## src/wdc_pkg.sv

```systemverilog
// shared types, constants and opcode decode for the 65c816 predecoder
package wdc_pkg;

	localparam int unsigned BYTE_W = 8;
	localparam int unsigned ADDR_W = 24;
	localparam int unsigned LEN_W  = 3;
	localparam int unsigned MODE_W = 5;
	localparam int unsigned OPND_W = 24;

	localparam logic [7:0] M_BIT  = 8'h20;
	localparam logic [7:0] X_BIT  = 8'h10;
	localparam logic [7:0] OP_REP = 8'hC2;
	localparam logic [7:0] OP_SEP = 8'hE2;

	typedef enum logic [MODE_W-1:0] {
		AM_IMPLIED       = 5'd0,
		AM_ACCUM         = 5'd1,
		AM_IMM           = 5'd2,
		AM_DP            = 5'd3,
		AM_DP_X          = 5'd4,
		AM_DP_IND        = 5'd5,
		AM_DP_IND_LONG   = 5'd6,
		AM_DP_IND_LONG_Y = 5'd7,
		AM_DP_IND_Y      = 5'd8,
		AM_DP_X_IND      = 5'd9,
		AM_ABS           = 5'd10,
		AM_LONG          = 5'd11,
		AM_ABS_X         = 5'd12,
		AM_ABS_Y         = 5'd13,
		AM_SR            = 5'd14,
		AM_SR_IND_Y      = 5'd15,
		AM_REL           = 5'd16,
		AM_REL_LONG      = 5'd17
	} mode_t;

	typedef struct packed {
		mode_t            mode;
		logic [LEN_W-1:0] len;
	} dec_t;

	typedef struct packed {
		logic [ADDR_W-1:0] instr_address;
		logic [BYTE_W-1:0] opcode_value;
		logic [MODE_W-1:0] addressing_mode;
		logic [LEN_W-1:0]  instr_length;
		logic [OPND_W-1:0] operand_value;
		logic [ADDR_W-1:0] branch_target;
		logic              truncated;
		logic              accum_narrow;
		logic              index_narrow;
	} instr_t;

	function automatic dec_t decode_op(input logic [7:0] op, input logic m_nar,
		input logic x_nar);
		dec_t d;
		d.mode = AM_IMPLIED;
		d.len  = 3'd1;
		case (op) inside
			8'h0A, 8'h4A, 8'h2A: begin
				d.mode = AM_ACCUM; d.len = 3'd1;
			end
			8'h21, 8'h41, 8'h01: begin
				d.mode = AM_DP_X_IND; d.len = 3'd2;
			end
			8'h00, 8'hC2, 8'hE2: begin
				d.mode = AM_IMM; d.len = 3'd2;
			end
			8'hA9, 8'h69, 8'hE9, 8'hC9, 8'h29, 8'h49, 8'h09: begin
				d.mode = AM_IMM; d.len = m_nar ? 3'd2 : 3'd3;
			end
			8'hA2, 8'hA0, 8'hE0, 8'hC0: begin
				d.mode = AM_IMM; d.len = x_nar ? 3'd2 : 3'd3;
			end
			8'h10, 8'h30, 8'h50, 8'h70, 8'h90, 8'hB0, 8'hD0, 8'hF0, 8'h80: begin
				d.mode = AM_REL; d.len = 3'd2;
			end
			8'h82: begin
				d.mode = AM_REL_LONG; d.len = 3'd3;
			end
			8'hA5, 8'h85, 8'hA6, 8'hA4, 8'h65, 8'hE5,
			8'h25, 8'h45, 8'h05, 8'h06, 8'h46, 8'h26: begin
				d.mode = AM_DP; d.len = 3'd2;
			end
			8'hB5, 8'h95, 8'h75, 8'hF5, 8'h35,
			8'h55, 8'h15, 8'h16, 8'h56, 8'h36: begin
				d.mode = AM_DP_X; d.len = 3'd2;
			end
			8'hAD, 8'h8D, 8'h6D, 8'hED, 8'h20, 8'h2D,
			8'h4D, 8'h0D, 8'h0E, 8'h4E, 8'h2E: begin
				d.mode = AM_ABS; d.len = 3'd3;
			end
			8'h22: begin
				d.mode = AM_LONG; d.len = 3'd4;
			end
			8'hBD, 8'h9D, 8'h7D, 8'hFD, 8'h3D,
			8'h5D, 8'h1D, 8'h1E, 8'h5E, 8'h3E: begin
				d.mode = AM_ABS_X; d.len = 3'd3;
			end
			8'hB9, 8'h99, 8'h79, 8'hF9, 8'h39, 8'h59, 8'h19: begin
				d.mode = AM_ABS_Y; d.len = 3'd3;
			end
			8'hB2, 8'h92, 8'h72, 8'hF2, 8'h32, 8'h52, 8'h12: begin
				d.mode = AM_DP_IND; d.len = 3'd2;
			end
			8'h07, 8'hA7, 8'h87, 8'h27, 8'h47: begin
				d.mode = AM_DP_IND_LONG; d.len = 3'd2;
			end
			8'hB7, 8'h97, 8'h37, 8'h57, 8'h17: begin
				d.mode = AM_DP_IND_LONG_Y; d.len = 3'd2;
			end
			8'hB1, 8'h91, 8'h31, 8'h51, 8'h11: begin
				d.mode = AM_DP_IND_Y; d.len = 3'd2;
			end
			8'hA3, 8'h83, 8'hC3: begin
				d.mode = AM_SR; d.len = 3'd2;
			end
			8'hB3, 8'h93: begin
				d.mode = AM_SR_IND_Y; d.len = 3'd2;
			end
			default: begin
				d.mode = AM_IMPLIED; d.len = 3'd1;
			end
		endcase
		return d;
	endfunction

endpackage

```

## src/wdc_code_if.sv

```systemverilog
// code byte channel
interface wdc_code_if import wdc_pkg::*; ();
	logic              valid;
	logic              ready;
	logic [BYTE_W-1:0] code_byte;
	logic              last_byte;

	modport source (output valid, output code_byte, output last_byte, input ready);
	modport sink (input valid, input code_byte, input last_byte, output ready);
endinterface

```

## src/wdc_instr_if.sv

```systemverilog
// decoded instruction channel
interface wdc_instr_if import wdc_pkg::*; ();
	logic              valid;
	logic              ready;
	logic [ADDR_W-1:0] instr_address;
	logic [BYTE_W-1:0] opcode_value;
	logic [MODE_W-1:0] addressing_mode;
	logic [LEN_W-1:0]  instr_length;
	logic [OPND_W-1:0] operand_value;
	logic [ADDR_W-1:0] branch_target;
	logic              truncated;
	logic              accum_narrow;
	logic              index_narrow;

	modport source (output valid, output instr_address, output opcode_value,
		output addressing_mode, output instr_length, output operand_value,
		output branch_target, output truncated, output accum_narrow,
		output index_narrow, input ready);
	modport sink (input valid, input instr_address, input opcode_value,
		input addressing_mode, input instr_length, input operand_value,
		input branch_target, input truncated, input accum_narrow,
		input index_narrow, output ready);
endinterface

```

## src/wdc_cfg_if.sv

```systemverilog
// base address write channel
interface wdc_cfg_if import wdc_pkg::*; ();
	logic              valid;
	logic              ready;
	logic [ADDR_W-1:0] base_address;

	modport source (output valid, output base_address, input ready);
	modport sink (input valid, input base_address, output ready);
endinterface

```

## src/wdc816_instruction_predecoder_core.sv

```systemverilog
// 65c816 instruction predecoder top level
//
// code_bytes takes one code byte per word, last_byte marking the end of a
// section. instrs gives one word per finished instruction: address, opcode,
// addressing mode, length, operand, branch target, truncated flag and the
// m/x width flags after the instruction. cfg writes the base address of a
// section; write it only while no byte or instruction is in flight.
// a byte in the input register that finishes an instruction has its result
// written into the result register. throughput: one byte per cycle while
// no finishing byte waits on a stalled receiver; the decode table, operand
// merge and the branch target add sit between the two registers.
// reset: base address 0, awaiting an opcode, m and x clear (16-bit).
// a stalled receiver holds the result register; bytes that finish no
// instruction keep flowing, and a byte that finishes one waits in the input
// register until the result register frees.
module wdc816_instruction_predecoder_core import wdc_pkg::*; #(
	parameter int unsigned ADDRESS_BITS = 24
) (
	input logic         clk,
	input logic         arst_n,
	wdc_code_if.sink    code_bytes,
	wdc_instr_if.source instrs,
	wdc_cfg_if.sink     cfg
);

	localparam int unsigned AW = ADDRESS_BITS;

	// input register
	logic              valid_s1;
	logic [BYTE_W-1:0] byte_s1;
	logic              last_s1;

	// decoder state
	logic [ADDR_W-1:0] base_q;
	logic [AW-1:0]     next_q;
	logic [AW-1:0]     start_q;
	logic [BYTE_W-1:0] opcode_q;
	mode_t             mode_q;
	logic [LEN_W-1:0]  len_q;
	logic [LEN_W-1:0]  seen_q;
	logic [OPND_W-1:0] opnd_q;
	logic              m_q;
	logic              x_q;

	// result register
	logic   out_valid_q;
	instr_t out_q;

	logic              out_free;
	logic              adv_s1;
	logic              first;
	dec_t              dec;
	logic [AW-1:0]     start_d;
	logic [BYTE_W-1:0] opcode_d;
	mode_t             mode_d;
	logic [LEN_W-1:0]  len_d;
	logic [LEN_W-1:0]  seen_d;
	logic [OPND_W-1:0] opnd_d;
	logic              done;
	logic              emit;
	logic              m_d;
	logic              x_d;
	logic [AW-1:0]     off;
	logic [AW-1:0]     target;
	instr_t            res;

	assign out_free        = !out_valid_q || instrs.ready;
	assign adv_s1          = !emit || out_free;
	assign code_bytes.ready = !valid_s1 || adv_s1;
	assign cfg.ready       = 1'b1;

	assign first = (seen_q == '0);
	assign dec   = decode_op(byte_s1, m_q, x_q);

	always_comb begin
		start_d  = start_q;
		opcode_d = opcode_q;
		mode_d   = mode_q;
		len_d    = len_q;
		opnd_d   = opnd_q;
		if (first) begin
			start_d  = next_q;
			opcode_d = byte_s1;
			mode_d   = dec.mode;
			len_d    = dec.len;
			opnd_d   = '0;
			seen_d   = 3'd1;
			done     = (dec.len <= 3'd1);
		end else begin
			case (seen_q)
				3'd1:    opnd_d[7:0]   = byte_s1;
				3'd2:    opnd_d[15:8]  = byte_s1;
				3'd3:    opnd_d[23:16] = byte_s1;
				default: opnd_d        = opnd_q;
			endcase
			seen_d = seen_q + 3'd1;
			done   = (seen_d >= len_q);
		end
		emit = valid_s1 && (done || last_s1);
	end

	// width flags after this instruction
	always_comb begin
		m_d = m_q;
		x_d = x_q;
		if (opcode_d == OP_SEP) begin
			if ((opnd_d[7:0] & M_BIT) != '0) m_d = 1'b1;
			if ((opnd_d[7:0] & X_BIT) != '0) x_d = 1'b1;
		end else if (opcode_d == OP_REP) begin
			if ((opnd_d[7:0] & M_BIT) != '0) m_d = 1'b0;
			if ((opnd_d[7:0] & X_BIT) != '0) x_d = 1'b0;
		end
	end

	// branch target
	always_comb begin
		if (mode_d == AM_REL_LONG) begin
			off = AW'($signed(opnd_d[15:0]));
		end else begin
			off = AW'($signed(opnd_d[7:0]));
		end
		if (mode_d == AM_REL || mode_d == AM_REL_LONG) begin
			target = start_d + AW'(len_d) + off;
		end else begin
			target = '0;
		end
	end

	always_comb begin
		res.instr_address   = ADDR_W'(start_d);
		res.opcode_value    = opcode_d;
		res.addressing_mode = mode_d;
		res.instr_length    = len_d;
		res.operand_value   = opnd_d;
		res.branch_target   = ADDR_W'(target);
		res.truncated       = !done;
		res.accum_narrow    = m_d;
		res.index_narrow    = x_d;
	end

	always_ff @(posedge clk or negedge arst_n) begin
		if (!arst_n) begin
			valid_s1 <= 1'b0;
		end else if (code_bytes.ready) begin
			valid_s1 <= code_bytes.valid;
		end
	end

	always_ff @(posedge clk) begin
		if (code_bytes.ready && code_bytes.valid) begin
			byte_s1 <= code_bytes.code_byte;
			last_s1 <= code_bytes.last_byte;
		end
	end

	always_ff @(posedge clk or negedge arst_n) begin
		if (!arst_n) begin
			base_q   <= '0;
			next_q   <= '0;
			start_q  <= '0;
			opcode_q <= '0;
			mode_q   <= AM_IMPLIED;
			len_q    <= '0;
			seen_q   <= '0;
			opnd_q   <= '0;
			m_q      <= 1'b0;
			x_q      <= 1'b0;
		end else if (cfg.valid) begin
			base_q <= cfg.base_address;
			next_q <= AW'(cfg.base_address);
		end else if (valid_s1 && adv_s1) begin
			start_q  <= start_d;
			opcode_q <= opcode_d;
			mode_q   <= mode_d;
			len_q    <= len_d;
			opnd_q   <= opnd_d;
			if (emit) begin
				m_q <= m_d;
				x_q <= x_d;
			end
			seen_q <= (emit || last_s1) ? '0 : seen_d;
			next_q <= last_s1 ? AW'(base_q) : next_q + AW'(1);
		end
	end

	always_ff @(posedge clk or negedge arst_n) begin
		if (!arst_n) begin
			out_valid_q <= 1'b0;
		end else if (out_free) begin
			out_valid_q <= emit;
		end
	end

	always_ff @(posedge clk) begin
		if (out_free && emit) begin
			out_q <= res;
		end
	end

	assign instrs.valid           = out_valid_q;
	assign instrs.instr_address   = out_q.instr_address;
	assign instrs.opcode_value    = out_q.opcode_value;
	assign instrs.addressing_mode = out_q.addressing_mode;
	assign instrs.instr_length    = out_q.instr_length;
	assign instrs.operand_value   = out_q.operand_value;
	assign instrs.branch_target   = out_q.branch_target;
	assign instrs.truncated       = out_q.truncated;
	assign instrs.accum_narrow    = out_q.accum_narrow;
	assign instrs.index_narrow    = out_q.index_narrow;

	// a partial instruction never holds all of its bytes
	a_seen_below_len: assert property (@(posedge clk) disable iff (!arst_n)
		seen_q != '0 |-> (seen_q < len_q && len_q >= 3'd2))
		else $error("byte count reached instruction length without a result");

	// a byte waiting in the input register is never dropped
	a_s1_held: assert property (@(posedge clk) disable iff (!arst_n)
		valid_s1 && !adv_s1 |=> valid_s1 && $stable(byte_s1) && $stable(last_s1))
		else $error("stalled code byte lost");

	// a cut-off instruction always has operand bytes still missing
	a_trunc_len: assert property (@(posedge clk) disable iff (!arst_n)
		out_valid_q && out_q.truncated |-> out_q.instr_length >= 3'd2)
		else $error("single-byte instruction marked truncated");

	// only a finishing byte can stall the input side
	a_stall_cause: assert property (@(posedge clk) disable iff (!arst_n)
		valid_s1 && !code_bytes.ready |-> emit && out_valid_q && !instrs.ready)
		else $error("input stalled without a pending result");

endmodule

```

## src/flat_wrapper.sv

```systemverilog
// flat-port wrapper written by rule: the top's interface ports become plain ports
module wdc816_instruction_predecoder_core_flat import wdc_pkg::*;
#(
	parameter int unsigned ADDRESS_BITS = 24
)
  (clk, arst_n, code_bytes_valid, code_bytes_code_byte, code_bytes_last_byte, code_bytes_ready, instrs_valid, instrs_instr_address, instrs_opcode_value, instrs_addressing_mode, instrs_instr_length, instrs_operand_value, instrs_branch_target, instrs_truncated, instrs_accum_narrow, instrs_index_narrow, instrs_ready, cfg_valid, cfg_base_address, cfg_ready);
  wdc_code_if code_bytes_i ();
  wdc_instr_if instrs_i ();
  wdc_cfg_if cfg_i ();
  input logic clk;
  input logic arst_n;
  input wire logic [$bits(code_bytes_i.valid)-1:0] code_bytes_valid;
  input wire logic [$bits(code_bytes_i.code_byte)-1:0] code_bytes_code_byte;
  input wire logic [$bits(code_bytes_i.last_byte)-1:0] code_bytes_last_byte;
  output wire logic [$bits(code_bytes_i.ready)-1:0] code_bytes_ready;
  output wire logic [$bits(instrs_i.valid)-1:0] instrs_valid;
  output wire logic [$bits(instrs_i.instr_address)-1:0] instrs_instr_address;
  output wire logic [$bits(instrs_i.opcode_value)-1:0] instrs_opcode_value;
  output wire logic [$bits(instrs_i.addressing_mode)-1:0] instrs_addressing_mode;
  output wire logic [$bits(instrs_i.instr_length)-1:0] instrs_instr_length;
  output wire logic [$bits(instrs_i.operand_value)-1:0] instrs_operand_value;
  output wire logic [$bits(instrs_i.branch_target)-1:0] instrs_branch_target;
  output wire logic [$bits(instrs_i.truncated)-1:0] instrs_truncated;
  output wire logic [$bits(instrs_i.accum_narrow)-1:0] instrs_accum_narrow;
  output wire logic [$bits(instrs_i.index_narrow)-1:0] instrs_index_narrow;
  input wire logic [$bits(instrs_i.ready)-1:0] instrs_ready;
  input wire logic [$bits(cfg_i.valid)-1:0] cfg_valid;
  input wire logic [$bits(cfg_i.base_address)-1:0] cfg_base_address;
  output wire logic [$bits(cfg_i.ready)-1:0] cfg_ready;
  assign code_bytes_i.valid = code_bytes_valid;
  assign code_bytes_i.code_byte = code_bytes_code_byte;
  assign code_bytes_i.last_byte = code_bytes_last_byte;
  assign code_bytes_ready = code_bytes_i.ready;
  assign instrs_valid = instrs_i.valid;
  assign instrs_instr_address = instrs_i.instr_address;
  assign instrs_opcode_value = instrs_i.opcode_value;
  assign instrs_addressing_mode = instrs_i.addressing_mode;
  assign instrs_instr_length = instrs_i.instr_length;
  assign instrs_operand_value = instrs_i.operand_value;
  assign instrs_branch_target = instrs_i.branch_target;
  assign instrs_truncated = instrs_i.truncated;
  assign instrs_accum_narrow = instrs_i.accum_narrow;
  assign instrs_index_narrow = instrs_i.index_narrow;
  assign instrs_i.ready = instrs_ready;
  assign cfg_i.valid = cfg_valid;
  assign cfg_i.base_address = cfg_base_address;
  assign cfg_ready = cfg_i.ready;
  wdc816_instruction_predecoder_core #(.ADDRESS_BITS(ADDRESS_BITS)) u_core (.clk(clk), .arst_n(arst_n), .code_bytes(code_bytes_i), .instrs(instrs_i), .cfg(cfg_i));
endmodule
```

## config.mk

```make
export PLATFORM = sky130hd
export DESIGN_NAME = wdc816_instruction_predecoder_core_flat
export DESIGN_NICKNAME = d
export VERILOG_FILES = /design/src/wdc_pkg.sv /design/src/wdc_code_if.sv /design/src/wdc_instr_if.sv /design/src/wdc_cfg_if.sv /design/src/wdc816_instruction_predecoder_core.sv /design/src/flat_wrapper.sv
export SDC_FILE = /design/constraint.sdc
export NUM_CORES = 1
export LEC_CHECK = 0
export BUFFER_PORTS_ARGS = -buffer_cell sky130_fd_sc_hd__buf_2
export CAP_MARGIN = 40
export CORE_ASPECT_RATIO = 0.5
export CORE_MARGIN = 3
export CORE_UTILIZATION = 64
export CTS_CLUSTER_SIZE = 24
export DETAILED_ROUTE_END_ITERATION = 10
export PLACE_DENSITY = 0.86
export SYNTH_ARGS = -nofsm -noshare
export SYNTH_HDL_FRONTEND = slang
export SYNTH_SLANG_ARGS = --single-unit
```

## constraint.sdc

```tcl
create_clock -name clk -period 12.25 [get_ports clk]
set_input_delay 0.6125 -clock clk [delete_from_list [all_inputs] [get_ports clk]]
set_output_delay 0.6125 -clock clk [all_outputs]
set_load 0.05 [all_outputs]
```

**Word-level counts from Yosys, hierarchy flattened**

Cells that the tools add are included.

- Logic and storage cells: 224
- Register bits: 219
- Output and inout bits: 94

- $add $sub $neg: 4
- Eq/ne operators: 114
- Bitwise logic cells: 1
- Muxes and demuxes: 44
- Reductions and logical operators: 36
- $lt $le $gt $ge: 2

Operators with widths:

| kind | number |
|---|---|
| $eq A8 B8 Y1 const B | 48 |
| $eq A8 B7 Y1 const B | 25 |
| $mux W8 | 22 |
| $eq A8 B6 Y1 const B | 19 |
| $mux W24 | 6 |
| $eq A8 B5 Y1 const B | 9 |
| $eq A8 B4 Y1 const B | 4 |
| $add A24 B1 Y24 const B | 1 |
| $add A24 B24 Y24 | 1 |
| $add A24 B3 Y24 | 1 |
| $eq A8 B3 Y1 const B | 3 |
| $reduce_or A7 Y1 | 3 |
| $reduce_or A10 Y1 | 2 |
| $reduce_or A5 Y1 | 3 |
| $reduce_or A12 Y1 | 1 |
| $reduce_or A3 Y1 | 4 |
| $mux W1 | 11 |
| $reduce_or A11 Y1 | 1 |
| $eq A5 B5 Y1 const B | 2 |
| $mux W3 | 3 |
| $reduce_or A9 Y1 | 1 |
| $eq A8 B1 Y1 const B | 1 |
| $logic_not A8 Y1 | 1 |
| $mux W7 | 1 |
| other kinds (16) | 28 |

**Depth between registers and ports, before layout**

- Depth after elaboration: 30
- Depth in mapped cells: 20
- Gate-level depth less buffers: 19

**Worst setup path before layout**

No wires, ideal clock.

- Path kind: register to register
- Start: register u_core.byte_s1[6]
- End: register u_core.out_q (netlist bit u_core.instrs.accum_narrow), enable pin
- Path buffers: 1
- Slack: 5.880 ns
- Clock period less this slack: 6.370 ns
- Arrival time: 5.829 ns
- Setup time: 0.541 ns
- Data required time: 11.709 ns
- Stages on the path, launching flop included: 8
- Cell sequence: edfxtp_1 -> nor3b_1 -> or4_1 -> o2111ai_1 -> o311a_1 -> or3b_1 -> buf_2 -> nor2_1

- Cells in the longest elaborated chain, start to end: 26
- Elaborated cells between the ends (all ways): 149
- Classes of those cells: order compare (1); eq/ne (107); mux (20); reduce/logical (21)

RTL lines:

| element | line | text |
|---|---|---|
| start, declared | wdc816_instruction_predecoder_core.sv:30 | `logic [BYTE_W-1:0] byte_s1;` |
| start signal, assigned | wdc816_instruction_predecoder_core.sv:151 | `byte_s1 <= code_bytes.code_byte;` |
| $eq A8 B8 Y1 | wdc816_instruction_predecoder_core.sv:73 | `assign dec = decode_op(byte_s1, m_q, x_q);` |
| $reduce_or A2 Y1 | wdc_pkg.sv:58 | `case (op) inside` |
| $mux W7 | wdc_pkg.sv:58 |  |
| $mux W8 (17 in a row) | wdc_pkg.sv:58 |  |
| $mux W8 * | wdc_pkg.sv:58 |  |
| $le A3 B1 Y1 * | wdc816_instruction_predecoder_core.sv:88 | `done = (dec.len <= 3'd1);` |
| $mux W1 * | wdc816_instruction_predecoder_core.sv:81 | `if (first) begin` |
| $logic_or A1 B1 Y1 * | wdc816_instruction_predecoder_core.sv:99 | `emit = valid_s1 && (done \|\| last_s1);` |
| $logic_and A1 B1 Y1 * | wdc816_instruction_predecoder_core.sv:99 |  |
| $logic_and A1 B1 Y1 * | wdc816_instruction_predecoder_core.sv:195 | `if (out_free && emit) begin` |
| end signal, assigned | wdc816_instruction_predecoder_core.sv:196 | `out_q <= res;` |
| end, declared | wdc816_instruction_predecoder_core.sv:47 | `instr_t out_q;` |

Mark *: on every way between the ends. The rest lies on a longest branch, timed or not.
A chain may end at the register's enable or synchronous reset.

**Worst setup path after layout**

- Start: register u_core.byte_s1[7]
- End: register u_core.out_q (netlist bit u_core.instrs.branch_target[23]), data pin

- Cells in the longest elaborated chain, start to end: 25
- Elaborated cells between the ends (all ways): 155
- Classes of those cells: add/sub (2); eq/ne (109); mux (25); reduce/logical (19)

RTL lines:

| element |
|---|
| parallel branches: the longest is 25 deep, another holds $eq A8 B8 Y1 |

Parallel ways; which one is timed is not known.

==> impl_metrics.env <==
export IMPL_cts_sinks=219
export IMPL_antenna_cells=0
export IMPL_drtPass1Iterations=5
export IMPL_syn2layout_area_growth_pct=12.58
export IMPL_finalWeightedCongestion=0.9470
export IMPL_fin_nets=1327
export IMPL_synth_edf_count=100
export IMPL_period_needed_ns=6.088
export IMPL_dpl_hpwl_um=20360
export IMPL_critical_path_startpoint_type="register"
export IMPL_drcViolationCount=0
export IMPL_arrival_ns=6.31
export IMPL_cts_buffers=20
export IMPL_synth_warnings=0
export IMPL_insertion_delay_ns=0.50
export IMPL_start_util_pct=67.60
export IMPL_layout_drive_gt1_share_pct=17.31
export IMPL_syn_area_um2=11440
export IMPL_p_total_w=0.003442
export IMPL_clockBufferDepth=3
export IMPL_die_w_um=195.1
export IMPL_skew_ns=0.01568
export IMPL_grt_pass1_vias=8611
export IMPL_syn_area_per_cell_um2=10.13
export IMPL_synthCells=1130
export IMPL_leakagePower_nw=5.961
export IMPL_critPathKind="reg -> reg"
export IMPL_num_vias=9083
export IMPL_ys_types=73
export IMPL_post_cts_buffers=0
export IMPL_htreeDepth=1
export IMPL_synthesis_nets=1223
export IMPL_cap_violations=0
export IMPL_hp_class="in -> async"
export IMPL_grt_pass1_wl_um=46290
export IMPL_max_freq_mhz=164.3
export IMPL_grt_usage_pct=29.62
export IMPL_vias_per_cell=6.158
export IMPL_core_area_um2=16930
export IMPL_wl_per_cell_um=19.49
export IMPL_postCtsResizedCells=0
export IMPL_crit_path_max_fanout=20
export IMPL_postRouteAntennaNets=0
export IMPL_cts_root_buf="clkbuf_16"
export IMPL_fin_tns_setup_ns=0
export IMPL_setup_viol=0
export IMPL_drt_iter0_markers=881
export IMPL_worstSetupEndpointType="register"
export IMPL_ioPinCount=132
export IMPL_rows=33
export IMPL_slew_violations=0
export IMPL_die_h_um=100.6
export IMPL_io_buffers=130
export IMPL_n_fill_cell=1151
export IMPL_async_flop_share_pct=54.34
export IMPL_crit_required_ns=12.47
export IMPL_gr_total_overflow=0
export IMPL_ys_seq_area_share_pct=52.26
export IMPL_status="completed"
export IMPL_cts_tree="built"
export IMPL_grt_max_degree=64
export IMPL_clk_pin_slew_ns=0.07
export IMPL_antenna_found_initial=0
export IMPL_cts_hold_buf=0
export IMPL_vdd_drop_max_uv=149.1
export IMPL_fin_crit_sh_pct=49.70
export IMPL_whs_ns=0.09089
export IMPL_die_area_um2=19620
export IMPL_ys_ff_latch=219
export IMPL_rsz0062_at_grt="no"
export IMPL_tightest_slew_ns=0.9397
export IMPL_hold_viol=0
export IMPL_synth_ff_type="dfrtp_1"
export IMPL_p_per_area_nw_per_um2=267.2
export IMPL_slew_headroom_pct=36.53
export IMPL_wirelength_um=28750
## critical path, stage by stage, from the launching register on
cell	delay, ns
edfxtp_1	0.67
or4b_1	0.62
nor4_1	0.50
a21oi_1	0.16
a41oi_1	0.77
a21boi_1	0.37
a31o_2	0.32
ha_1	0.30
ha_1	0.36
and3_1	0.21
a221oi_1	0.41
o21ai_0	0.21
a31oi_1	0.35
a211o_1	0.22
o21ai_0	0.13
xnor2_1	0.15
nor2_1	0.05
## per-layer routing
| metal | GRT usage [%] | vias up | routed length [µm] |
|---|---|---|---|
| met5 | 2.222 | - | 57 |
| met4 | 7.061 | 2 | 709 |
| met3 | 6.244 | 62 | 2631 |
| met2 | 45.48 | 418 | 12700 |
| met1 | 43.75 | 4379 | 12660 |
| li1 | - | 4222 | - |
## through the flow
stage	cell area [µm²]	cells	util, %	setup WS, ns
3_5_place_dp	12250	1439	72.34	6.378
4_1_cts	12880	1475	76.11	6.335
5_1_grt	12880	1475	76.11	5.633
6_report	12880	1475	76.11	6.162
3_3_place_gp	12180	1435	71.92	6.580
2_1_floorplan	11440	1130	-	5.880
## synthesized netlist by cell type, types with 6 or more instances
cell,number,area share (%)
o31ai_1,9,0.59
a31o_2,8,0.61
o21ai_0,79,3.5
xnor2_1,12,0.92
edfxtp_1,100,26
nor3_1,11,0.48
inv_1,52,1.7
nor4_1,7,0.38
ha_1,51,5.6
a21oi_1,45,2.0
nand2b_1,11,0.60
o211ai_1,6,0.39
nor2_1,92,3.0
nand4_1,6,0.33
mux2i_1,38,3.3
nand3_1,19,0.83
o22ai_1,7,0.38
buf_2,14,0.61
clkbuf_1,37,1.2
mux2_2,19,1.9
a211oi_1,6,0.39
a31oi_1,26,1.4
nand2_1,210,6.9
nor2b_1,8,0.44
dfrtp_1,119,26
xor2_1,11,0.84
a21o_1,19,1.2
## cell families after synthesis
| logic type | after synthesis | synth area share (%) |
|---|---|---|
| adders and majority gates | 55 | 6.276 |
| buffers and inverters | 115 | 4.352 |
| muxes | 59 | 5.456 |
| AOI/OAI and AO/OA | 254 | 14.21 |
| other | 1 | 0.03277 |
| xor gates and xnor gates | 23 | 1.760 |
| DFF | 219 | 52.26 |
| and+or+nand+nor | 404 | 15.65 |
## area by class of cell
cell class | count | area (µm²) | area share, %
Multi-Input combinational cell | 796 | 4980 | 38.65
Clock inverter | 9 | 68.82 | 0.5341
Tap cell | 227 | 284.0 | 2.205
Sequential cell | 219 | 5981 | 46.42
Timing Repair Buffer | 145 | 805.8 | 6.254
Inverter | 52 | 195.2 | 1.515
Clock buffer | 27 | 569.3 | 4.419
## placed cells by master (no fill, tap or decap), types with 5 or more instances in the layout
master,Yosys,layout
a211oi_1,6,6
o211ai_1,6,6
nand3_1,19,19
nor4_1,7,7
xor2_1,11,11
a31oi_1,26,26
mux2_2,19,19
nand4_1,6,6
o21ai_0,79,79
nand2b_1,11,11
xnor2_1,12,12
edfxtp_1,100,100
nor2b_1,8,7
and2_1,5,5
mux2i_1,38,38
dfrtp_1,119,119
a31o_2,8,8
buf_2,14,129
clkbuf_1,37,5
o21a_1,5,5
a21oi_1,45,45
inv_1,52,52
a21o_1,19,19
o31ai_1,9,9
buf_4,3,13
nor3_1,11,11
nor2_1,92,91
clkbuf_16,0,22
o22ai_1,7,7
clkinv_2,0,5
nand2_1,210,210
ha_1,51,51
o21bai_1,5,5
## worst paths after layout
| check | start | end | slack, ns | depth (start not counted) |
|---|---|---|---|---|
| setup / recovery | u_core.byte_s1[7] | u_core.instrs.branch_target[23] | 6.16 | 16 |
| hold / removal | arst_n | u_core.opnd_q[18] | 0.09 | 1 |
| setup reg to reg | u_core.byte_s1[7] | u_core.instrs.branch_target[23] | 6.16 | 16 |
| hold reg to reg | u_core.opnd_q[8] | u_core.opnd_q[8] | 0.48 | 2 |
| min in group clk | code_bytes_code_byte[6] | u_core.byte_s1[6] | 0.30 | 1 |
| max in group asynchronous | arst_n | u_core.start_q[13] | 10.95 | 3 |
## power by group
part / switching [W] / internal [W]
logic: 0.00119 / 0.000445
registers: 0.000128 / 0.00106
clock network: 0.000272 / 0.000349
## sequential cells by signal, summed over array words and instances, names as in the netlist
register                       cells
u_core.mode_q                      5
u_core.instrs.addressing_mode      5
u_core.instrs.instr_length         3
u_core.instrs.truncated            1
u_core.x_q                         1
u_core.base_q                     24
u_core.instrs.index_narrow         1
u_core.last_s1                     1
u_core.start_q                    24
u_core.instrs.branch_target       24
u_core.opcode_q                    8
u_core.instrs.instr_address       24
u_core.instrs.operand_value       24
u_core.instrs.accum_narrow         1
u_core.instrs.opcode_value         8
u_core.len_q                       3
u_core.byte_s1                     8
u_core.opnd_q                     24
u_core.next_q                     24
u_core.seen_q                      3
u_core.instrs.valid                1
u_core.valid_s1                    1
u_core.m_q                         1
Note: power is estimated with default switching activity, not from simulation.
